[src/rtl/atc_ram.sv]
// Generic single-write, single-read RAM with registered read data.
module atc_ram #(
	parameter int WIDTH = 20,
	parameter int DEPTH = 64
) (
	input  logic                             clk,
	input  logic                             we,
	input  logic [$clog2(DEPTH > 1 ? DEPTH : 2)-1:0] waddr,
	input  logic [WIDTH-1:0]                 wdata,
	input  logic [$clog2(DEPTH > 1 ? DEPTH : 2)-1:0] raddr,
	output logic [WIDTH-1:0]                 rdata
);
	logic [WIDTH-1:0] mem [DEPTH];

	always_ff @(posedge clk) begin
		if (we) begin
			mem[waddr] <= wdata;
		end
		rdata <= mem[raddr];
	end
endmodule

[config.mk]
export PLATFORM = sky130hd
export DESIGN_NAME = atc_ram
export DESIGN_NICKNAME = d
export VERILOG_FILES = /design/src/rtl/atc_ram.sv
export SDC_FILE = /design/constraint.sdc
export NUM_CORES = 1
export LEC_CHECK = 0
export ABC_CLOCK_PERIOD_IN_PS = 8700
export BUFFER_PORTS_ARGS = -buffer_cell sky130_fd_sc_hd__buf_2
export CAP_MARGIN = 25
export CORE_UTILIZATION = 45
export DETAILED_ROUTE_END_ITERATION = 10
export GPL_ROUTABILITY_DRIVEN = 0
export HOLD_SLACK_MARGIN = 0.12
export PLACE_DENSITY = 0.69
export RECOVER_POWER = 25
export SYNTH_ARGS = -nofsm -noshare
export SYNTH_HDL_FRONTEND = slang
export SYNTH_SLANG_ARGS = --single-unit
[constraint.sdc]
create_clock -name clk -period 8.7 [get_ports clk]
set_clock_uncertainty 0.15 [all_clocks]
set_input_delay 1.305 -clock clk [delete_from_list [all_inputs] [get_ports clk]]
set_output_delay 1.305 -clock clk [all_outputs]
set_load 0.005 [all_outputs]
; Word-level counts from Yosys, hierarchy flattened
; Memory sizes are Yosys's and may differ from the RTL's. A register that Yosys moved wholly into a read port is not among the register bits.
; Index checks and enable logic that the tools add are counted.
[word_totals]
register_bits = 0
latchBits = 0
ram_bits = 1280
mem_bits_ro = 0
output_inout_bits = 20
elab_cells = 3
n_memories = 1
[memory_table]
columns = memory, words, width, rd, rd_ports_with_merged_regs, write_ports, line_no
row1 = mem, 64, 20, 1, 1, 1, 13  ; logic [WIDTH-1:0] mem [DEPTH];
[op_classes]
addsub = 0
multipliers = 0
n_div = 0
order_cmp = 0
n_eq_ne = 0
n_shift = 0
n_mux = 2
n_bitwise = 0
n_reduce_logical = 0
[ops]
columns = operator, count
row1 = 2-to-1 mux 1 bit, 2

; Logic depth before layout (Yosys ltp)
; Gate-level depths: netlist of run 1.
[logic_depth]
ltp_word = 2
depth_mapped = 10
mapped_depth_nobuf = 5

; Least setup slack after synthesis of run 1
; No wires, ideal clock.
[synth_timing]
kind = input port to flip-flop
startpoint = input port waddr[3] in the netlist's numbering
endpoint = memory mem[48][0], enable pin
setup_time_ns = 0.422
arrival_time_ns = 3.225
path_slack_ns = 4.903
stages = 4
path_buffers = 1
cell_sequence = clkbuf_1 nor2b_1 nand4b_1 nor3_1
[synth_lines]
columns = element, line_no
row1 = from (decl), 8  ; input logic [$clog2(DEPTH > 1 ? DEPTH : 2)-1:0] waddr,
row2 = to (decl), 13
; Straight into the memory's write port.

==> results of run 1 <==
## logic make-up (layout without fill, tap and decap cells)
family / count (synthesis) / after routing / share of synthesized area, %
muxes: 454 / 454 / 15.9
AOI/OAI and AO/OA: 220 / 220 / 2.96
other: 0 / 2 / 0
and+or+nand+nor: 140 / 140 / 1.33
buffers and inverters: 129 / 370 / 1.37
DFF: 1300 / 1300 / 78.5
## sequential cells by signal, indices dropped and copies added (netlist names)
name	count
mem	1280
rdata	20
## cells in the final DEF (no fill, tap or decap), drive strengths merged, types with 52 or more instances in the layout
| cell | count |
|---|---|
| a22oi | 64 |
| clkbuf | 172 |
| clkinv | 53 |
| o22ai | 52 |
| mux2i | 184 |
| nor2 | 74 |
| mux4 | 264 |
| edfxtp | 1280 |
| buf | 124 |
## power breakdown
part | switching (mW) | total, mW | internal (mW)
clock | 2.21 | 5.29 | 3.08
combinational | 0.386 | 0.601 | 0.215
sequential | 0.0240 | 6.97 | 6.94
## path summary, 6_finish.rpt
path	start	end	slack (ps)
worst max-delay path	raddr[1]	rdata[15]$_DFF_P_	4440
worst min-delay path	mem[58][18]$_DFFE_PP_	rdata[18]$_DFF_P_	600
worst max register to register	mem[37][15]$_DFFE_PP_	rdata[15]$_DFF_P_	6320
worst min register to register	mem[58][18]$_DFFE_PP_	rdata[18]$_DFF_P_	600
## layer usage
metal  global-route usage (%)  vias up  part of all wire [%]
met4                     5.57        8                   2.6
met5                        0        -                 0.048
met2                     33.1     1037                    49
met3                     3.61      188                   8.3
li1                         -     9751                     -
met1                     27.9    12500                    40
## final cells by class
type                    instances  area, um^2  share of cell area, %
diodes                          2        5.00                0.00897
well taps                    1414        1770                   3.17
clock inverters                73         733                   1.31
repair buffers                148        1000                   1.79
clock buffers                 148        3250                   5.83
flip-flops and latches       1300       38800                   69.6
inverters                       1        3.75                0.00673
multi-input cells             814       10200                   18.3
## worst max-delay path, delay by kind of cell
family	cells	cell delay (ps)
compound gates	3	470
buf+inv	3	1750
simple gates	2	1060
==> run summary, run 1 <==
PWR
------------------------------------------------------------------------------------------------------
Highest ir drop seen on vdd .............................................................   0.000182 V
Pwr/cell area ...........................................................................  230 nW/um^2
Lkg Pwr .................................................................................      17.7 nW
Overall power of the completed layout ...................................................      12.9 mW

SYNTH
------------------------------------------------------------------------------------------------------
Synth top area share ....................................................................        77.7%
Total of flip-flops plus latches after synthesis ........................................         1300
Top cells by count, synth ............................................................... edfxtp_1 (1280), mux4_2 (264), mux2i_1 (184)
Syn_area_per_cell .......................................................................    22.1 um^2
Syn Nets ................................................................................         2277
Top FF cell, synth ......................................................................     edfxtp_1
Most common cell in the netlist .........................................................     edfxtp_1
Number of synthesized flops with an enable pin ..........................................         1280
Main area contributors after synthesis .................................................. edfxtp_1 (78%), mux4_2 (12%), mux2i_1 (3.7%)
Number of synthesis warnings ............................................................            0
Netlist Area Pre-Place ..................................................................   49500 um^2
Largest area contributor in the netlist .................................................     edfxtp_1
Sequential fraction of the synthesis area ...............................................        78.5%
Fraction of registers with async set/reset ..............................................           0%
Cells after synthesis ...................................................................         2243
Netlist cell types ......................................................................           36

ROUTING
------------------------------------------------------------------------------------------------------
Vias per std cell .......................................................................         6.01
Number of DRC markers after the initial detailed-route iteration ........................         3040
Total via count in the routed design ....................................................        23400
Length of the first detailed-routing pass in iterations .................................            5
Average routed wire per standard cell ...................................................      28.7 um
Total DRC errors in the routed layout ...................................................            0
Residual antenna-violating net count after detailed routing .............................            0
Routed wire length ......................................................................    112000 um

TIMING
------------------------------------------------------------------------------------------------------
Worst-Margin Slew .......................................................................      3370 ps
Share of the cycle needed by the critical path after routing ............................        48.9%
Slew HR .................................................................................        -125%
Hold Fails Final Rpt ....................................................................            0
RSZ-0062 raised after global routing ....................................................           no
Number of max-slew violations in the final report .......................................          850
Post-layout min period ..................................................................      4260 ps
Top achievable clock speed ..............................................................    0.235 GHz
Total setup violations reported at the end of the flow ..................................            0
Final Hold Slack ........................................................................       597 ps
Worst Slack Setup Final .................................................................      4440 ps
Summed negative setup slack over all endpoints ..........................................         0 ps

DIE
------------------------------------------------------------------------------------------------------
Chip Width ..............................................................................       334 um
Core Region .............................................................................  109000 um^2
Die height ..............................................................................       334 um
Number of primary I/O pins ..............................................................           54
DIE AREA ................................................................................  111000 um^2
Num rows ................................................................................          121
Starting Density ........................................................................        45.4%

CTS
------------------------------------------------------------------------------------------------------
CTS Buffer Depth ........................................................................            3
Clock latency reported for the late side of the worst-skew pair .........................       700 ps
CTS Hold Bufs ...........................................................................            0
Clock buffer count from CTS .............................................................          121
Buffers inserted during post-CTS setup optimization .....................................            0
Clock root cell .........................................................................    clkbuf_16
Number of H-tree levels .................................................................            3
Clock transition at the register clock pins on the worst setup and hold paths after CTS .        60 ps
Total number of clock tree sinks ........................................................         1300
# resized after CTS .....................................................................            0
CTS tree ................................................................................         done

WORST HOLD PATH
------------------------------------------------------------------------------------------------------
Hold path depth .........................................................................            4
Hold/Removal Path Class ................................................................. flip-flop to flip-flop

GLOBAL ROUTING
------------------------------------------------------------------------------------------------------
Maximum number of pins on one net before global-route repair ............................          125
Wire length of the first global-routing pass ............................................    163000 um
Via count of the first global-routing pass ..............................................        23500
Antenna violations before repair ........................................................           12
Overall global routing resource usage ...................................................        20.2%
Total global routing overflow ...........................................................            0

RUN STATUS
------------------------------------------------------------------------------------------------------
Run status .............................................................................. complete, but fails checks
Violations in the final reports ......................................................... max-capacitance violations, max-slew violations

WORST SETUP PATH
------------------------------------------------------------------------------------------------------
Startpoint kind of the worst setup timing path ..........................................    input pin
CP max FO ...............................................................................           61
Endpoint arrival time on the critical path ..............................................      4690 ps
FF-to-FF path depth .....................................................................            5
Library cell contributing the largest single delay on the critical path .................      nor2b_2
Ordered list of cells on the worst path ................................................. buf_6 > buf_4 > nor2b_2 > buf_4 > a22oi_1 > a31oi_1 > o21ai_0 > and3_1
Data required time at the worst endpoint ................................................      9130 ps
WS Path Type ............................................................................ input pin to flip-flop
Worst Setup End Kind ....................................................................    flip-flop
CP dominant cell by count ...............................................................        buf_4
Stage delay of the slowest cell on the critical path ....................................       830 ps

JOB
------------------------------------------------------------------------------------------------------
Total of max-cap violations .............................................................           15

FINAL LAYOUT
------------------------------------------------------------------------------------------------------
Layout cell share with drive strength beyond 1 ..........................................        25.9%
Number of filler instances in the final layout ..........................................         8360
Number of nets in the layout ............................................................         2420
Area growth syn-to-layout ...............................................................        12.7%
Final standard cell count with taps included and fillers excluded .......................         3900
Final Cell Area .........................................................................   55800 um^2
Share of the core filled with cells .....................................................        51.2%

PLACED DESIGN
------------------------------------------------------------------------------------------------------
Total placed instance area ..............................................................   51900 um^2
Final HPWL from detailed placement ......................................................     63600 um
Pre-CTS setup slack .....................................................................      3780 ps
Buffers added on ports ..................................................................           53
Number of cells after detailed placement ................................................         3672

No activity file was read; power rests on OpenSTA's default activity.
==> run 2, diff against run 1 <==
--- a/config.mk
+++ b/config.mk
@@ -5,7 +5,7 @@
 export SDC_FILE = /design/constraint.sdc
 export NUM_CORES = 1
 export LEC_CHECK = 0
-export ABC_CLOCK_PERIOD_IN_PS = 8700
+export ABC_CLOCK_PERIOD_IN_PS = 4230
 export BUFFER_PORTS_ARGS = -buffer_cell sky130_fd_sc_hd__buf_2
 export CAP_MARGIN = 25
 export CORE_UTILIZATION = 45
==> constraint.sdc (replaced) <==
create_clock -name clk -period 4.23 [get_ports clk]
set_clock_uncertainty 0.15 [all_clocks]
set_input_delay 0.6345 -clock clk [delete_from_list [all_inputs] [get_ports clk]]
set_output_delay 0.6345 -clock clk [all_outputs]
set_load 0.005 [all_outputs]
==> run summary, run 2 (synthesis results as in run 1) <==
TIMING
------------------------------------------------------------------------------------------------------
Hold Fails Final Rpt ....................................................................            0
Summed negative setup slack over all endpoints ..........................................         0 ps
Slew HR .................................................................................        -113%
RSZ-0062 raised after global routing ....................................................           no
Top achievable clock speed ..............................................................    0.315 GHz
Worst-Margin Slew .......................................................................      3200 ps
Final Hold Slack ........................................................................       217 ps
Worst Slack Setup Final .................................................................      1050 ps
Number of max-slew violations in the final report .......................................          529
Total setup violations reported at the end of the flow ..................................            0
Share of the cycle needed by the critical path after routing ............................        75.1%
Post-layout min period ..................................................................      3180 ps

DIE
------------------------------------------------------------------------------------------------------
Num rows ................................................................................          121
Core Region .............................................................................  109000 um^2
Number of primary I/O pins ..............................................................           54
Die height ..............................................................................       334 um
Starting Density ........................................................................        45.4%
Chip Width ..............................................................................       334 um
DIE AREA ................................................................................  111000 um^2

RUN STATUS
------------------------------------------------------------------------------------------------------
Violations in the final reports ......................................................... max-capacitance violations, max-slew violations
Run status .............................................................................. complete, but fails checks

ROUTING
------------------------------------------------------------------------------------------------------
Average routed wire per standard cell ...................................................      29.4 um
Number of DRC markers after the initial detailed-route iteration ........................         2835
Routed wire length ......................................................................    116000 um
Length of the first detailed-routing pass in iterations .................................            5
Total DRC errors in the routed layout ...................................................            0
Total via count in the routed design ....................................................        24000
Vias per std cell .......................................................................         6.07
Residual antenna-violating net count after detailed routing .............................            0

WORST HOLD PATH
------------------------------------------------------------------------------------------------------
Worst hold path startpoint ..............................................................     wdata[1]
Hold/Removal Path Class ................................................................. input pin to flip-flop
End point of the most critical hold path ................................................ mem[48][1]$_DFFE_PP_
Hold path depth .........................................................................            1

WORST SETUP PATH
------------------------------------------------------------------------------------------------------
WS Path Type ............................................................................ input pin to flip-flop
FF-to-FF path depth .....................................................................            6
Ordered list of cells on the worst path ................................................. clkbuf_1 > clkbuf_1
Buffers and inverters on the worst path .................................................            2
CP dominant cell by count ...............................................................     clkbuf_1
Worst reg2reg endpoint .................................................................. rdata[14]$_DFF_P_
Stage delay of the slowest cell on the critical path ....................................      2240 ps
Endpoint arrival time on the critical path ..............................................      3040 ps
Library cell contributing the largest single delay on the critical path .................     clkbuf_1
Worst Setup End Kind ....................................................................    flip-flop
Crit-path leading delay family .......................................................... buffers and inverters
R2R setup slack .........................................................................      1980 ps
Reg2reg start ........................................................................... mem[61][14]$_DFFE_PP_
CP max FO ...............................................................................           65
Data required time at the worst endpoint ................................................      4090 ps
Startpoint kind of the worst setup timing path ..........................................    input pin

FINAL LAYOUT
------------------------------------------------------------------------------------------------------
Registers with the most flip-flops ...................................................... mem x1280, rdata x20
Top register by number of flip-flops ....................................................          mem
Max FFs per register ....................................................................         1280
Number of filler instances in the final layout ..........................................         8257
Number of nets in the layout ............................................................         2469
Commonest cells after routing, fill and taps aside ...................................... edfxtp_1 (1280), mux4_2 (264), mux2i_1 (184)
Area growth syn-to-layout ...............................................................        13.4%
Final standard cell count with taps included and fillers excluded .......................         3950
Layout cell share with drive strength beyond 1 ..........................................        27.0%
Commonest non-fill, non-tap cell in the layout ..........................................     edfxtp_1
Seq. cell area ..........................................................................   38800 um^2
Area of combinational cells with multiple inputs ........................................   10200 um^2

PWR
------------------------------------------------------------------------------------------------------
Total internal power ....................................................................      20.7 mW
Sequential share of power ...............................................................        54.9%
Highest ir drop seen on vdd .............................................................   0.000521 V
Share of total power consumed by net switching ..........................................        20.7%
Share of total power in the clock network ...............................................        40.1%
Lkg Pwr .................................................................................      17.9 nW
Pwr/cell area ...........................................................................  465 nW/um^2
Combinational share of power ............................................................         5.0%
Total net switching power ...............................................................      5.40 mW

GLOBAL ROUTING
------------------------------------------------------------------------------------------------------
Total global routing overflow ...........................................................            0
Overall global routing resource usage ...................................................        20.9%
Maximum number of pins on one net before global-route repair ............................           73
Wire length of the first global-routing pass ............................................    168000 um
Antenna violations before repair ........................................................           11
Via count of the first global-routing pass ..............................................        24000

CTS
------------------------------------------------------------------------------------------------------
Clock root cell .........................................................................    clkbuf_16
Clock buffer count from CTS .............................................................          120
Buffers inserted during post-CTS setup optimization .....................................            0
Number of H-tree levels .................................................................            3
Total number of clock tree sinks ........................................................         1300
CTS tree ................................................................................         done
CTS Buffer Depth ........................................................................            3
Clock latency reported for the late side of the worst-skew pair .........................       690 ps
# resized after CTS .....................................................................            0
Clock transition at the register clock pins on the worst setup and hold paths after CTS .        60 ps

PLACED DESIGN
------------------------------------------------------------------------------------------------------
Buffers added on ports ..................................................................           53
Final HPWL from detailed placement ......................................................     69900 um
Pre-CTS setup slack .....................................................................       807 ps
Number of cells after detailed placement ................................................         3722

JOB
------------------------------------------------------------------------------------------------------
Total of max-cap violations .............................................................           13

## run 2: worst max-delay path by stage
| stage | start | endpoint | slack, ps | depth (start not counted) |
|---|---|---|---|---|
| floorplan | waddr[3] | mem[48][0]$_DFFE_PP_ | 1100 | 4 |
| global placement | raddr[1] | rdata[17]$_DFF_P_ | 810 | 7 |
| detailed placement | raddr[1] | rdata[17]$_DFF_P_ | 810 | 7 |
| CTS | raddr[1] | rdata[17]$_DFF_P_ | 1500 | 7 |
| global route | wdata[3] | mem[63][3]$_DFFE_PP_ | 980 | 2 |
| finish | wdata[3] | mem[49][3]$_DFFE_PP_ | 1050 | 2 |
## run 2: routing by layer
layer / track usage, % / routed length, um / vias to the layer above
li1: - / - / 9872
met1: 29.4 / 46000 / 12700
met2: 33.5 / 56100 / 1195
met3: 3.79 / 10400 / 196
met4: 6.07 / 3480 / 12
met5: 0 / 86 / -
## run 2: what timing repair did
action,in CTS,in global routing
setup endpoints to repair,0,0
endpoints found under the hold margin,0,6
hold buffers,0,1
## run 2: power groups by stage
| stage | Clock [mW] | Combinational (mW) | Sequential (mW) |
|---|---|---|---|
| detailed placement | 0 | 1.30 | 14.6 |
| floorplan | 0 | 0.690 | 14.6 |
| global route | 11.0 | 1.37 | 14.3 |
| CTS | 10.6 | 1.30 | 14.3 |
| finish | 10.5 | 1.30 | 14.3 |
| global placement | 0 | 1.27 | 14.6 |
## run 2: per-stage QoR
| stage | util [%] | power, mW | area (um^2) |
|---|---|---|---|
| after floorplan | - | 15.2 | 49500 |
| after global placement | 47.9 | 15.9 | 52200 |
| after detailed placement | 47.9 | 15.9 | 52300 |
| after CTS | 51.5 | 26.2 | 56100 |
| after global routing | 51.5 | 26.7 | 56100 |
| final | 51.5 | 26.1 | 56100 |
## run 2: final cells by class
type	instances	area share [%]
Multi-Input combinational cell	814	18.1
Sequential cell	1300	69.2
Timing Repair Buffer	198	2.69
Clock inverter	69	1.02
Inverter	1	0.00669
Clock buffer	152	5.80
Antenna cell	2	0.00892
Tap cell	1414	3.15
==> run 3, diff against run 2 <==
--- a/config.mk
+++ b/config.mk
@@ -5,7 +5,7 @@
 export SDC_FILE = /design/constraint.sdc
 export NUM_CORES = 1
 export LEC_CHECK = 0
-export ABC_CLOCK_PERIOD_IN_PS = 4230
+export ABC_CLOCK_PERIOD_IN_PS = 3000
 export BUFFER_PORTS_ARGS = -buffer_cell sky130_fd_sc_hd__buf_2
 export CAP_MARGIN = 25
 export CORE_UTILIZATION = 45
==> constraint.sdc (replaced) <==
create_clock -name clk -period 3 [get_ports clk]
set_clock_uncertainty 0.15 [all_clocks]
set_input_delay 0.45 -clock clk [delete_from_list [all_inputs] [get_ports clk]]
set_output_delay 0.45 -clock clk [all_outputs]
set_load 0.005 [all_outputs]
==> run summary, run 3 (synthesis results as in run 1) <==
ROUTING
------------------------------------------------------------------------------------------------------
Average routed wire per standard cell ...................................................      29.5 um
Number of DRC markers after the initial detailed-route iteration ........................         3028
Total via count in the routed design ....................................................        24500
Total DRC errors in the routed layout ...................................................            0
Length of the first detailed-routing pass in iterations .................................            7
Routed wire length ......................................................................    119000 um
Residual antenna-violating net count after detailed routing .............................            0
Vias per std cell .......................................................................         6.08

PLACED DESIGN
------------------------------------------------------------------------------------------------------
Total placed instance area ..............................................................   53300 um^2
Buffers added on ports ..................................................................           53
Pre-CTS setup slack .....................................................................      -320 ps
Final HPWL from detailed placement ......................................................     72200 um

CTS
------------------------------------------------------------------------------------------------------
Clock buffer count from CTS .............................................................          119
Clock latency reported for the late side of the worst-skew pair .........................       710 ps
Total number of clock tree sinks ........................................................         1300
CTS Buffer Depth ........................................................................            3
Clock root cell .........................................................................    clkbuf_16
# resized after CTS .....................................................................            0
Clock transition at the register clock pins on the worst setup and hold paths after CTS .        60 ps
CTS Hold Bufs ...........................................................................            7
Buffers inserted during post-CTS setup optimization .....................................            0
Number of H-tree levels .................................................................            3
CTS tree ................................................................................         done

FINAL LAYOUT
------------------------------------------------------------------------------------------------------
Seq. cell area ..........................................................................   38800 um^2
Final Cell Area .........................................................................   57200 um^2
Commonest non-fill, non-tap cell in the layout ..........................................     edfxtp_1
Max FFs per register ....................................................................         1280
Commonest cells after routing, fill and taps aside ...................................... edfxtp_1 (1280), mux4_2 (264), mux2i_1 (184)
Area growth syn-to-layout ...............................................................        15.6%
Number of nets in the layout ............................................................         2537
Number of filler instances in the final layout ..........................................         8187
Registers with the most flip-flops ...................................................... mem x1280, rdata x20
Area of combinational cells with multiple inputs ........................................   10200 um^2
Layout cell share with drive strength beyond 1 ..........................................        28.7%
Top register by number of flip-flops ....................................................          mem

TIMING
------------------------------------------------------------------------------------------------------
Hold Fails Final Rpt ....................................................................            0
Share of the cycle needed by the critical path after routing ............................        87.9%
Worst Slack Setup Final .................................................................       363 ps
Final Hold Slack ........................................................................       209 ps
Number of max-slew violations in the final report .......................................          446
Worst-Margin Slew .......................................................................      2120 ps
Slew HR .................................................................................       -41.5%
RSZ-0062 raised after global routing ....................................................           no
Total setup violations reported at the end of the flow ..................................            0
Post-layout min period ..................................................................      2640 ps
Top achievable clock speed ..............................................................    0.379 GHz

JOB
------------------------------------------------------------------------------------------------------
Total of max-cap violations .............................................................           12

DIE
------------------------------------------------------------------------------------------------------
Num rows ................................................................................          121
Die height ..............................................................................       334 um
Chip Width ..............................................................................       334 um
Starting Density ........................................................................        45.4%
Core Region .............................................................................  109000 um^2
DIE AREA ................................................................................  111000 um^2
Number of primary I/O pins ..............................................................           54

RUN STATUS
------------------------------------------------------------------------------------------------------
Violations in the final reports ......................................................... max-capacitance violations, max-slew violations
Run status .............................................................................. complete, but fails checks

WORST SETUP PATH
------------------------------------------------------------------------------------------------------
Endpoint arrival time on the critical path ..............................................      3110 ps
Data required time at the worst endpoint ................................................      3470 ps
Startpoint kind of the worst setup timing path ..........................................    input pin
CP max FO ...............................................................................           34
R2R setup slack .........................................................................       540 ps
WS Path Type ............................................................................ input pin to flip-flop
Worst Setup End Kind ....................................................................    flip-flop

PWR
------------------------------------------------------------------------------------------------------
Highest ir drop seen on vdd .............................................................   0.000569 V
Lkg Pwr .................................................................................      18.5 nW
Overall power of the completed layout ...................................................      37.1 mW
Pwr/cell area ...........................................................................  648 nW/um^2

WORST HOLD PATH
------------------------------------------------------------------------------------------------------
Hold/Removal Path Class ................................................................. input pin to flip-flop

GLOBAL ROUTING
------------------------------------------------------------------------------------------------------
Antenna violations before repair ........................................................            8
Total global routing overflow ...........................................................            0
Via count of the first global-routing pass ..............................................        24500
Wire length of the first global-routing pass ............................................    171000 um
Overall global routing resource usage ...................................................        21.4%
Maximum number of pins on one net before global-route repair ............................           65

## run 3: path summary, 6_finish.rpt
| check | end | cells after the start | start |
|---|---|---|---|
| min reg2reg | rdata[0]$_DFF_P_ | 4 | mem[58][0]$_DFFE_PP_ |
| max reg2reg | rdata[12]$_DFF_P_ | 5 | mem[57][12]$_DFFE_PP_ |
| min | mem[55][10]$_DFFE_PP_ | 3 | waddr[2] |
| max | rdata[12]$_DFF_P_ | 8 | raddr[0] |
## run 3: critical path, stage by stage
cell and delay (ps):
buf_8 210, buf_12 310, buf_4 270, mux4_2 260
mux2i_1 70, a21o_1 290, o31ai_1 870, and3_1 340
## run 3: report_power, final
group	internal, mW	switching (mW)
logic	0.776	1.19
clock network	8.46	6.44
registers	20.1	0.0847
## run 3: stage by stage
step	utilization, %	setup TNS, ps	cells
after floorplan	-	0	2243
after global placement	48.9	-762	3786
after detailed placement	48.9	-726	3787
after CTS	52.5	0	4014
after global routing	52.5	0	4016
final	52.5	0	4021
## run 3: layout make-up
| cell class | count | share of cell area [%] |
|---|---|---|
| Sequential cell | 1300 | 67.9 |
| Multi-Input combinational cell | 814 | 17.7 |
| Clock buffer | 162 | 5.70 |
| Timing Repair Buffer | 267 | 4.53 |
| Tap cell | 1414 | 3.09 |
| Clock inverter | 58 | 1.01 |
| Antenna cell | 5 | 0.0219 |
| Inverter | 1 | 0.00656 |
## run 3: metal layers
metal | global-route usage, % | wire length, um
met5 | 0 | 43
met4 | 6.28 | 3350
met3 | 3.45 | 11600
met2 | 34.1 | 57000
met1 | 30.7 | 46700
