### src/rtl/atc_pkg.sv
// Shared types and constants for the averaged temperature compensation block.
package atc_pkg;

	localparam int DEF_MAX_WINDOW  = 64;
	localparam int DEF_SAMPLE_BITS = 20;
	localparam int MUL_BITS        = 32;
	localparam logic [6:0] FILTER_COUNT_RESET = 7'd8;

	typedef enum logic [1:0] {
		REG_FILTER_COUNT,
		REG_CAL_OFFSET,
		REG_CAL_LINEAR,
		REG_CAL_SQUARE
	} reg_index_t;

	typedef struct packed {
		logic [19:0] raw_sample;
	} sample_item_t;

	typedef struct packed {
		logic [19:0]        average_raw;
		logic signed [31:0] temp_centi;
	} result_item_t;

endpackage

### src/rtl/atc_smul.sv
// Bit-serial 32x32 multiplier, low 32 bits of the product, one bit per cycle.
module atc_smul (
	input  logic        clk,
	input  logic        arst_n,
	input  logic        start,
	input  logic [31:0] a,
	input  logic [31:0] b,
	output logic        done,
	output logic [31:0] prod
);
	localparam int CNT_W = $clog2(atc_pkg::MUL_BITS);

	logic [31:0]      a_q;
	logic [31:0]      b_q;
	logic [31:0]      acc_q;
	logic [CNT_W-1:0] cnt_q;
	logic             busy_q;
	logic             done_q;

	always_ff @(posedge clk or negedge arst_n) begin
		if (!arst_n) begin
			busy_q <= 1'b0;
			done_q <= 1'b0;
			cnt_q  <= '0;
		end else if (start) begin
			a_q    <= a;
			b_q    <= b;
			acc_q  <= '0;
			cnt_q  <= CNT_W'(atc_pkg::MUL_BITS - 1);
			busy_q <= 1'b1;
			done_q <= 1'b0;
		end else if (busy_q) begin
			// add shifted multiplicand for the current multiplier bit
			acc_q <= acc_q + (b_q[0] ? a_q : 32'd0);
			a_q   <= {a_q[30:0], 1'b0};
			b_q   <= {1'b0, b_q[31:1]};
			cnt_q <= cnt_q - 1'b1;
			if (cnt_q == '0) begin
				busy_q <= 1'b0;
				done_q <= 1'b1;
			end
		end else begin
			done_q <= 1'b0;
		end
	end

	assign done = done_q;
	assign prod = acc_q;
endmodule

### config.mk
export PLATFORM = sky130hd
export DESIGN_NAME = atc_smul
export DESIGN_NICKNAME = d
export VERILOG_FILES = /design/src/rtl/atc_pkg.sv /design/src/rtl/atc_smul.sv
export SDC_FILE = /design/constraint.sdc
export NUM_CORES = 1
export LEC_CHECK = 0
export BUFFER_PORTS_ARGS = -buffer_cell sky130_fd_sc_hd__buf_4
export CORE_UTILIZATION = 60
export DETAILED_ROUTE_END_ITERATION = 7
export PLACE_DENSITY = 0.84
export SLEW_MARGIN = 25
export SYNTH_ARGS = -nofsm -noshare
export SYNTH_HDL_FRONTEND = slang
export SYNTH_SLANG_ARGS = --single-unit
### constraint.sdc
create_clock -name clk -period 6.8 [get_ports clk]
set_input_delay 1.02 -clock clk [delete_from_list [all_inputs] [get_ports clk]]
set_output_delay 1.02 -clock clk [all_outputs]
set_load 0.01 [all_outputs]
# ---- Word level (Yosys, flattened, before mapping)
# Index checks and enable logic that the tools add are counted.
dict set report totals {
  mem_bits_rw 0
  romBits 0
  latchBits 0
  input_bits 67
  output_inout_bits 33
  regBits 103
  memories 0
  word_cells 26
}
dict set report classes {
  shift 0
  multipliers 0
  eq_ne 1
  order_cmp 0
  div_mod_pow 0
  n_addsub 2
  n_reduce_logical 3
  bitwise 0
  mux 14
}
# cell count
set ops {}
lappend ops {{two-way mux 32 bit} 6}
lappend ops {{adder 32 bit} 1}
lappend ops {{two-way mux 5 bit} 2}
lappend ops {{two-way mux 1 bit} 6}
lappend ops {{zero test 5 bit} 1}
lappend ops {{subtractor 5 x 1 -> 5 bit (second input constant)} 1}
lappend ops {{inequality test 3 x 2 -> 1 bit (second input constant)} 1}
lappend ops {{AND reduction 2 bit} 1}
lappend ops {{nonzero test 2 bit} 1}

# ---- Logic depth before layout (Yosys ltp)
# Gate-level depths: netlist (run 1).
dict set report depth {
  ltp_word 4
  mapped_depth 12
  mapped_depth_nobuf 11
}

# ---- Worst setup path before layout (run 1)
# No wires, ideal clock.
dict set report synth_path {
  path_kind {in2reg}
  startpoint {input start}
  endpoint {register a_q[0] (enable)}
  path_buffers 1
  t_required_ns 6.307
  path_slack_ns 2.085
  t_arrival_ns 4.222
  stages 3
  setup_time_ns 0.493
  path_cell_list {clkbuf_1 nor2_1 nor2b_1}
}
dict set report synth_between {
  elab_chain_cells 2
}
# item line
set synth_rtl {}
lappend synth_rtl {{start, declared} atc_smul.sv:5} ;# input logic start,
lappend synth_rtl {{nonzero test 2 bit (no line)} --}
lappend synth_rtl {{AND reduction 2 bit (no line)} --}
lappend synth_rtl {{end signal, assigned} atc_smul.sv:35} ;# a_q <= {a_q[30:0], 1'b0};
lappend synth_rtl {{end, declared} atc_smul.sv:13} ;# logic [31:0] a_q;
# No other way between the ends.
# A chain may end at the register's enable or synchronous reset.

# ---- Worst setup path in the final report (run 1)
dict set report layout_path {
  startpoint {register b_q[0]}
  endpoint {register acc_q[20], in the netlist prod[20] (data pin)}
}
dict set report layout_between {
  elab_chain_cells 3
}
# item line
set layout_rtl {}
lappend layout_rtl {{start, declared} atc_smul.sv:14} ;# logic [31:0] b_q;
lappend layout_rtl {{start signal, assigned} atc_smul.sv:36} ;# b_q <= {1'b0, b_q[31:1]};
lappend layout_rtl {{two-way mux 32 bit} atc_smul.sv:34} ;# acc_q <= acc_q + (b_q[0] ? a_q : 32'd0);
lappend layout_rtl {{adder 32 bit} atc_smul.sv:34}
lappend layout_rtl {{two-way mux 32 bit} atc_smul.sv:32} ;# end else if (busy_q) begin
lappend layout_rtl {{end signal, assigned} atc_smul.sv:34}
lappend layout_rtl {{end, declared} atc_smul.sv:15} ;# logic [31:0] acc_q;
# No other way between the ends.

==> summary.txt, run 1 <==
Logic synthesis
  • Yosys reg bits: approximately 100
  • Top_reg_cell synth: edfxtp_1
  • Async set-reset flop share out of synthesis: 0.0680
  • Post-synthesis cell type count: 63
  • Syn nets: 640
  • Synthesized cell area: 6330 um^2
  • Mean Syn Cell Area: 11.7 um^2
  • EDFF count, synth: 96
  • Sequential area share after synthesis: 0.483
  • Synth Warn #: 0
  • Cells after synthesis: roughly 540

Clock network
  • Clock sinks: 103
  • Longest Clk Path Bufs: 2
  • Register clock-pin slew on the reported worst setup and hold paths: ~100 ps
  • Clk_lat worst skew: between 300 and 400 ps
  • Clock Tree Root: clkbuf_8
  • Cts repair resizes: 0
  • CTS tree: done
  • Hold Buf Count CTS: 0
  • Post-CTS Setup Repair Bufs: 0
  • CTS Buf Count: 9
  • CTS H-Tree Depth: 3

Critical path
  • Crit Path Max Fanout: 33
  • Cell family with most CP delay: compound AO/OA/AOI/OAI gates
  • Slowest Stage Delay on Critical Path: 750 ps
  • Critical Path RT: between 6000 and 7000 ps
  • Slowest library cell on the worst path: edfxtp_1
  • CP most frequent cell: a21oi_1
  • Critical setup path kind: reg -> reg
  • WP data arrival: 3860 ps
  • Worst setup EP type: flop
  • Startpoint Class: flop
  • Crit path buf inv count: 0
  • Crit-path cells: and2_1 > ha_1 > fa_1 > a21oi_1 > a2bb2oi_1 > a21oi_1 > a2111oi_0 > o21ai_1 > a31o_2 > a221o_1

Placed design
  • Detailed placer's ending HPWL: just over 9000 um
  • Port bufs: 99
  • Global placer's final weighted congestion: around 0.9
  • Placed insts: 754
  • DP Worst Slack: roughly 3200 ps

STA
  • Final hold vios: 0
  • Max Slew Vio Count: 0
  • Final Skew: 19.5 ps
  • Total negative setup slack: 0 ps
  • Worst slew margin: 0.311
  • Period utilization: 0.545
  • Period minus WS final: between 3000 and 4000 ps
  • Fmax: 0.270 GHz
  • RSZ-0062 raised after global routing: no
  • Actual slew at the worst max-slew pin: between 1000 and 1500 ps
  • Final worst setup slack: 3090 ps
  • Finish-stage setup viols: 0

Route
  • Residual DRC: 0
  • DRC violation total after the first TritonRoute iteration: 202
  • Drt total wl: 12,800 um
  • Top sig layer: met4
  • Routed wl met2: 6370 um
  • Vias post-DR: 4,525
  • WL/cell: approximately 17 um
  • Vias/cell: 5.88
  • Met3 Wirelength: 707 um
  • Post-route ant nets: 0
  • DR pass1 iterations: 5
  • Wl on met1: 5530 um

Die
  • Core Area: 10,300 um^2
  • Die area: 11,000 um^2
  • Std cell rows: 37
  • Effective utilization at floorplan: 0.616
  • Num ports: 100
  • Vert. Die Dim: 105 um
  • Chip width: approximately 100 um

Status
  • Status: finished, final reports clean

Finish
  • Fin nets: 730
  • Antenna diode count: 0
  • Layout Cells excl Fill: just under 800
  • Share of layout cells above drive strength 1: 0.303
  • Area growth syn-to-layout: 16.6%

GRT
  • Tot GR Track Use: 0.247
  • Antenna violations before repair: 0
  • First-pass GRT wire length: 21,500 um
  • Pin count of the biggest net entering global routing: 72
  • GRT overflow: 0
  • Vias in the first global route: 4,651

Power
  • Pwr Density: 214 nW/um^2
  • Leakage power: 3.16 nW
  • VDD IR-drop max: around 180 uV

Worst hold path
  • Min-Delay Path Class: reg -> reg

Flow run
  • Max_cap viols: 0
## cell usage after synthesis (all sizes together) (4+ instances only)
cell type / n / area share
a211oi: 9 / 0.011
a21o: 14 / 0.017
a21oi: 28 / 0.022
a31oi: 4 / 0.0040
and2: 35 / 0.035
and3: 5 / 0.0049
clkbuf: 20 / 0.012
dfrtp: 7 / 0.028
edfxtp: 96 / 0.46
ha: 33 / 0.065
inv: 11 / 0.0065
mux2: 63 / 0.11
mux2i: 17 / 0.027
nand2: 24 / 0.014
nand2b: 8 / 0.0079
nand3: 6 / 0.0047
nand3b: 5 / 0.0059
nand4: 6 / 0.0059
nor2: 40 / 0.024
nor2b: 7 / 0.0069
nor3: 7 / 0.0055
o211ai: 4 / 0.0069
o21ai: 15 / 0.012
o21bai: 5 / 0.0059
xnor2: 15 / 0.021
xor2: 9 / 0.012
## cell usage in the layout (no fill, tap or decap), drive strengths merged, types with 3 or more instances in the layout
cell    count
o31ai       3
a31oi       4
nand4       6
nand2b      8
a21o       14
clkinv      3
ha         33
a211oi      9
o21ai      15
and2       35
nor4b       3
nand3       6
a22o        3
o211ai      4
clkbuf     10
nor2b       7
a21oi      28
nor2       40
xor2        9
nand3b      5
buf       102
xnor2      15
or2         3
and3        5
edfxtp     96
dfrtp       7
nand2      24
mux2i      17
nor3b       3
mux2       63
o21bai      5
nor3        7
inv        13
## where the power goes
part           switching, mW  total (mW)  internal [mW]
registers             0.0387       0.803          0.764
logic                  0.218       0.430          0.212
clock network          0.215       0.350          0.135
## logic make-up after synthesis
kind of cell / synth area share
muxes: 0.139
adders and majority gates: 0.0684
xor gates and xnor gates: 0.0332
buffers and inverters: 0.0202
and+or+nand+nor: 0.137
AOI/OAI and AO/OA: 0.119
DFF: 0.483
## metrics by stage
| stage | total power [mW] | hold WS, ps | instance area, um^2 | utilization |
|---|---|---|---|---|
| 2_1_floorplan | 1.10 | 485 | 6330 | - |
| 3_3_place_gp | 1.22 | 505 | 7180 | 0.699 |
| 3_5_place_dp | 1.24 | 519 | 7210 | 0.701 |
| 4_1_cts | 1.59 | 547 | 7380 | 0.718 |
| 5_1_grt | 1.66 | 580 | 7380 | 0.718 |
| 6_report | 1.58 | 543 | 7380 | 0.718 |
## sequential cells by signal (all words and copies together), names as in the netlist
| register | count |
|---|---|
| done | 1 |
| a_q | 32 |
| prod | 32 |
| busy_q | 1 |
| b_q | 32 |
| cnt_q | 5 |
## tightest hold or removal path, cell delays in order, from the launching register on
cell,delay (ps)
dfrtp_1,370
xnor2_1,80
nand2b_1,60
## cell type report
type                       instances  area (um^2)
multi-input combinational        402         3150
clock inverter                     6         42.5
inverter                          11         41.3
clock buffer                      10          128
fill                             757         2900
timing repair buffer             102          786
tap                              136          170
sequential                       103         3060
## routing by layer
| metal | track usage | vias to the layer above |
|---|---|---|
| met5 | 0 | - |
| met4 | 0.0845 | 0 |
| met3 | 0.0705 | 20 |
| met2 | 0.421 | 119 |
| met1 | 0.301 | 2181 |
| li1 | - | 2205 |
## path summary, 6_finish.rpt
path                                       from  slack (ps)  cells after the start                      to
hold / removal             cnt_q[4]$_DFFE_PN0N_         540                      2    cnt_q[4]$_DFFE_PN0N_
hold reg to reg            cnt_q[4]$_DFFE_PN0N_         540                      2    cnt_q[4]$_DFFE_PN0N_
min in group asynchronous                arst_n         620                      1        done$_DFFE_PN0P_
setup reg to reg               b_q[0]$_DFFE_PP_        3090                     10  prod[20]$_SDFFCE_PP0P_
setup / recovery               b_q[0]$_DFFE_PP_        3090                     10  prod[20]$_SDFFCE_PP0P_
max in group asynchronous                arst_n        5800                      1        busy_q$_DFF_PN0_
Note: power is estimated with default switching activity, not from simulation.
==> run 2: changes to the inputs <==
- CORE_UTILIZATION: 60 -> 58
- PLACE_DENSITY: 0.84 -> 0.81
- clock period: 6.8 -> 3.7 ns (I/O delays scaled with it)
==> run 2 against run 1 <==
Global-route usage fell by 0.35 points. Maximum frequency grew 11%. Clock power up 100%.
==> summary.txt, run 2 (synthesis results as in run 1) <==
GRT
  • Tot GR Track Use: 0.244
  • GRT overflow: 0
  • Pin count of the biggest net entering global routing: 67
  • Vias in the first global route: 4,553
  • First-pass GRT wire length: between 20,000 and 25,000 um
  • Antenna violations before repair: 0

STA
  • Fmax: 0.299 GHz
  • Finish-stage setup viols: 0
  • Period minus WS final: between 3000 and 4000 ps
  • Period utilization: 0.904
  • RSZ-0062 raised after global routing: no
  • Worst slew margin: 0.507
  • Final worst setup slack: 357 ps
  • Final Skew: 15.2 ps
  • Actual slew at the worst max-slew pin: 737 ps
  • Max Slew Vio Count: 0
  • Total negative setup slack: 0 ps
  • Final hold vios: 0

Power
  • Net switching power: 0.908 mW
  • Pwr Density: 400 nW/um^2
  • VDD IR-drop max: 353 uV
  • Int Pwr: 2.06 mW
  • Sequential share of power: 0.495
  • Leakage power: 3.18 nW
  • Combinational share of power: 0.268
  • Clock power share: 0.237
  • Sw Ratio: 0.306

Clock network
  • Register clock-pin slew on the reported worst setup and hold paths: approximately 110 ps
  • Longest Clk Path Bufs: 2
  • Clock sinks: 103
  • CTS H-Tree Depth: 3
  • CTS Buf Count: 9
  • Clk_lat worst skew: 410 ps
  • CTS tree: done
  • Clock Tree Root: clkbuf_8
  • Hold Buf Count CTS: 0

Die
  • Chip width: ~110 um
  • Core Area: 10,500 um^2
  • Std cell rows: 37
  • Effective utilization at floorplan: 0.605
  • Die area: 11,300 um^2
  • Vert. Die Dim: ~110 um
  • Num ports: 100

Critical path
  • Startpoint Class: flop
  • Critical Path RT: 3880 ps
  • Critical setup path kind: reg -> reg
  • Crit Path Max Fanout: 9
  • WP data arrival: 3520 ps
  • Worst setup EP type: flop
  • Worst R2R Setup Slack: 360 ps

Placed design
  • DP Worst Slack: around 270 ps
  • Port bufs: 99
  • Detailed placer's ending HPWL: just under 9000 um
  • Placed instance area: 7210 um^2
  • Global placer's final weighted congestion: 0.922

Finish
  • Share of layout cells above drive strength 1: 0.307
  • Commonest non-fill, non-tap cell in the layout: buf_4
  • Fin nets: 732
  • Fin area: ~7400 um^2
  • Area growth syn-to-layout: 17.2%
  • Antenna diode count: 0
  • Most frequent cells in the layout: buf_4, edfxtp_1, mux2_2, nor2_1, and2_1

Route
  • Residual DRC: 0
  • WL/cell: approximately 17 um
  • Vias post-DR: ~4,500
  • Drt total wl: 12,900 um
  • Post-route ant nets: 0
  • DRC violation total after the first TritonRoute iteration: 191
  • Vias/cell: 5.80
  • DR pass1 iterations: 5

Status
  • Status: finished, final reports clean

Flow run
  • Max_cap viols: 0

Worst hold path
  • Min-Delay Path Class: in -> async
[run 2: per-stage QoR]
step | cells | util | hold WS, ps | total power, mW
final | 772 | 0.709 | 125 | 2.97
after global routing | 772 | 0.709 | 125 | 3.12
after CTS | 770 | 0.707 | 112 | 2.99
after detailed placement | 754 | 0.689 | 521 | 2.28
after global placement | 754 | 0.689 | 512 | 2.25
after floorplan | 539 | - | 259 | 2.03
[run 2: timing repair]
item	CTS	global route
resized for setup	0	0
endpoints found under the hold margin	0	0
buffers inserted	0	2
setup endpoints to repair	0	2
[run 2: final timing paths]
kind	startpoint	endpoint	cells after the start
max in group asynchronous	arst_n	busy_q$_DFF_PN0_	1
worst max-delay path	b_q[0]$_DFFE_PP_	prod[31]$_SDFFCE_PP0P_	11
min in group clk	a[0]	a_q[0]$_SDFFCE_PN0P_	2
worst max register to register	b_q[0]$_DFFE_PP_	prod[31]$_SDFFCE_PP0P_	11
worst min-delay path	arst_n	cnt_q[1]$_DFFE_PN0N_	1
worst min register to register	cnt_q[4]$_DFFE_PN0N_	cnt_q[4]$_DFFE_PN0N_	2
[run 2: final cells by class]
| class | count | area [um^2] |
|---|---|---|
| fillers | 790 | 3040 |
| multi-input cells | 402 | 3150 |
| well taps | 136 | 170 |
| flip-flops and latches | 103 | 3060 |
| clock buffers | 10 | 128 |
| repair buffers | 104 | 806 |
| clock inverters | 6 | 62.6 |
| inverters | 11 | 41.3 |
[run 2: routing by layer]
metal / vias up / GRT usage / part of all wire
met4: 0 / 0.0753 / 0.015
met5: - / 0 / 0
met2: 121 / 0.421 / 0.50
met1: 2136 / 0.287 / 0.43
li1: 2203 / - / -
met3: 21 / 0.0803 / 0.062
[run 2: worst max-delay path, stage by stage (launching register included)]
cell and delay (ps):
edfxtp_1 490, buf_4 210, and2_1 140, ha_1 340, a21o_1 200, a31o_1 220
o211a_4 280, o211ai_4 230, a211oi_2 130, o41ai_2 310, mux2i_1 240, mux2_1 330
[run 2: power by group through the flow]
stage          Combinational (mW)  Sequential, mW  Clock, mW
3_5_place_dp                0.785            1.50          0
3_3_place_gp                0.759            1.50          0
5_1_grt                     0.881            1.48      0.756
6_report                    0.794            1.47      0.703
2_1_floorplan               0.532            1.49          0
4_1_cts                     0.790            1.47      0.722
==> run 3: changes to the inputs <==
- SETUP_SLACK_MARGIN: not set -> 0.5
==> run 3 against run 2 <==
Die area stayed put. Wire length is 1.4% higher. Maximum frequency is 7.2% higher. Combinational power is 4.3% higher. Critical path depth stayed put. Sequential share of layout area is 0.54 points lower. Sequential power hardly changed. Utilization is 0.94 points higher. Clock-buffer cell count stayed put. Via count is 1.3% higher. Critical path type unchanged. Critical endpoint is now prod[20]$_SDFFCE_PP0P_.
==> summary.txt, run 3 (synthesis results as in run 1) <==
Critical path
  • Worst setup EP type: flop
  • Slowest library cell on the worst path: edfxtp_1
  • Critical Path Sink: prod[20]$_SDFFCE_PP0P_
  • Startpoint Class: flop
  • FF-to-FF path depth: 11
  • Crit Path Max Fanout: 4
  • Reg-to-reg startpoint: b_q[0]$_DFFE_PP_
  • Worst R2R Setup Slack: 580 ps
  • Critical Path RT: 3870 ps
  • WP data arrival: roughly 3300 ps
  • Critical setup path kind: reg -> reg
  • CP startpoint: b_q[0]$_DFFE_PP_
  • Reg-to-reg endpoint: prod[20]$_SDFFCE_PP0P_
  • Slowest Stage Delay on Critical Path: around 420 ps
  • Crit-path cells: buf_4 > and2_1 > ha_1 > fa_1 > a21oi_2 > a2bb2oi_2 > a21oi_1 > a2111oi_2 > o21ai_1 > a31o_2 > a221o_1

Route
  • WL/cell: 16.9 um
  • Residual DRC: 0
  • Drt total wl: 13,100 um
  • DR pass1 iterations: 4
  • DRC violation total after the first TritonRoute iteration: 198
  • Post-route ant nets: 0
  • Vias/cell: approximately 6
  • Vias post-DR: approximately 4,500

Power
  • VDD IR-drop max: 356 uV
  • Leakage power: 3.20 nW
  • Int Pwr: 2.08 mW
  • Pwr Density: 399 nW/um^2
  • Net switching power: 0.923 mW
  • Sequential share of power: 0.490
  • Sw Ratio: 0.308
  • Clock power share: 0.234
  • Combinational share of power: 0.276

Finish
  • Commonest non-fill, non-tap cell in the layout: buf_4
  • Area taken by multi-input logic gates: 3230 um^2
  • Share of layout cells above drive strength 1: 0.332
  • Area growth syn-to-layout: 18.8%
  • Most frequent cells in the layout: buf_4, edfxtp_1, mux2_2, nor2_1, and2_1
  • Fill cells: 775
  • Seq. cell area: 3060 um^2
  • Fin nets: 734
  • Antenna diode count: 0

Flow run
  • Max_cap viols: 0

GRT
  • Vias in the first global route: 4,559
  • Tot GR Track Use: 0.244
  • First-pass GRT wire length: 21,400 um
  • GRT overflow: 0
  • Antenna violations before repair: 0
  • Pin count of the biggest net entering global routing: 67

Clock network
  • Clock sinks: 103
  • Clock Tree Root: clkbuf_8
  • Hold Buf Count CTS: 0
  • CTS tree: done
  • CTS H-Tree Depth: 3
  • Register clock-pin slew on the reported worst setup and hold paths: 110 ps
  • CTS Buf Count: 9
  • Clk_lat worst skew: 410 ps
  • Longest Clk Path Bufs: 2

Die
  • Std cell rows: 37
  • Core Area: 10,500 um^2
  • Die area: 11,300 um^2
  • Num ports: 100
  • Chip width: 106 um
  • Vert. Die Dim: approximately 110 um
  • Effective utilization at floorplan: 0.605

STA
  • Final Skew: 13.5 ps
  • Finish-stage setup viols: 0
  • Worst slew margin: 0.473
  • RSZ-0062 raised after global routing: yes
  • Period minus WS final: between 3000 and 4000 ps
  • Fmax: around 0.32 GHz
  • Actual slew at the worst max-slew pin: around 790 ps
  • Period utilization: 0.843
  • Final hold vios: 0
  • Final worst setup slack: 582 ps
  • Total negative setup slack: 0 ps
  • Max Slew Vio Count: 0

Status
  • Status: finished, final reports clean

Worst hold path
  • Min-Delay Path Class: in -> async

Placed design
  • Port bufs: 99
  • Detailed placer's ending HPWL: 8930 um
  • Global placer's final weighted congestion: between 0.9 and 1
  • DP Worst Slack: 270 ps
[run 3: through the flow]
| step | std cells | instance area [um^2] | total power [mW] | hold WS, ps | util |
|---|---|---|---|---|---|
| finish | 774 | 7520 | 3.00 | 129 | 0.719 |
| global route | 774 | 7520 | 3.15 | 125 | 0.719 |
| CTS | 773 | 7420 | 2.99 | 112 | 0.710 |
| detailed placement | 754 | 7210 | 2.28 | 521 | 0.689 |
| global placement | 754 | 7210 | 2.25 | 512 | 0.689 |
| floorplan | 539 | 6330 | 2.03 | 259 | - |
[run 3: cell type report]
cell class	instances	area share
multi-input cells	402	0.430
flip-flops and latches	103	0.407
repair buffers	106	0.109
well taps	136	0.0226
clock buffers	10	0.0170
clock inverters	6	0.00832
inverters	11	0.00549
[run 3: routing by layer]
metal	vias to the layer above	global-route usage	wire length, um
li1	2209	-	-
met1	2166	0.290	5550
met2	138	0.420	6520
met3	27	0.0803	823
met4	0	0.0753	214
met5	-	0	0
[run 3: worst min path at each step]
| stage | start | end | depth (start not counted) |
|---|---|---|---|
| floorplan | arst_n | busy_q$_DFF_PN0_ | 0 |
| global placement | cnt_q[4]$_DFFE_PN0N_ | cnt_q[4]$_DFFE_PN0N_ | 2 |
| detailed placement | cnt_q[4]$_DFFE_PN0N_ | cnt_q[4]$_DFFE_PN0N_ | 2 |
| CTS | arst_n | cnt_q[4]$_DFFE_PN0N_ | 1 |
| global route | arst_n | cnt_q[4]$_DFFE_PN0N_ | 1 |
| finish | arst_n | cnt_q[1]$_DFFE_PN0N_ | 1 |
[run 3: critical path: cells and delay by family (launching register included)]
| kind | cells | cell delay [ps] |
|---|---|---|
| buffers and inverters | 1 | 170 |
| DFF | 1 | 420 |
| AOI/OAI and AO/OA | 7 | 1550 |
| and+or+nand+nor | 1 | 130 |
| adders and majority gates | 2 | 620 |
[run 3: power by group through the flow]
stage | clock network (mW) | logic, mW | registers, mW
6_report | 0.703 | 0.828 | 1.47
5_1_grt | 0.756 | 0.914 | 1.48
4_1_cts | 0.722 | 0.796 | 1.47
2_1_floorplan | 0 | 0.532 | 1.49
3_3_place_gp | 0 | 0.759 | 1.50
3_5_place_dp | 0 | 0.785 | 1.50
[run 3: what timing repair did]
item,CTS,global route
pin swaps,0,6
cloned,0,0
endpoints found under the setup margin,7,11
setup buffers,3,1
resized for setup,0,18
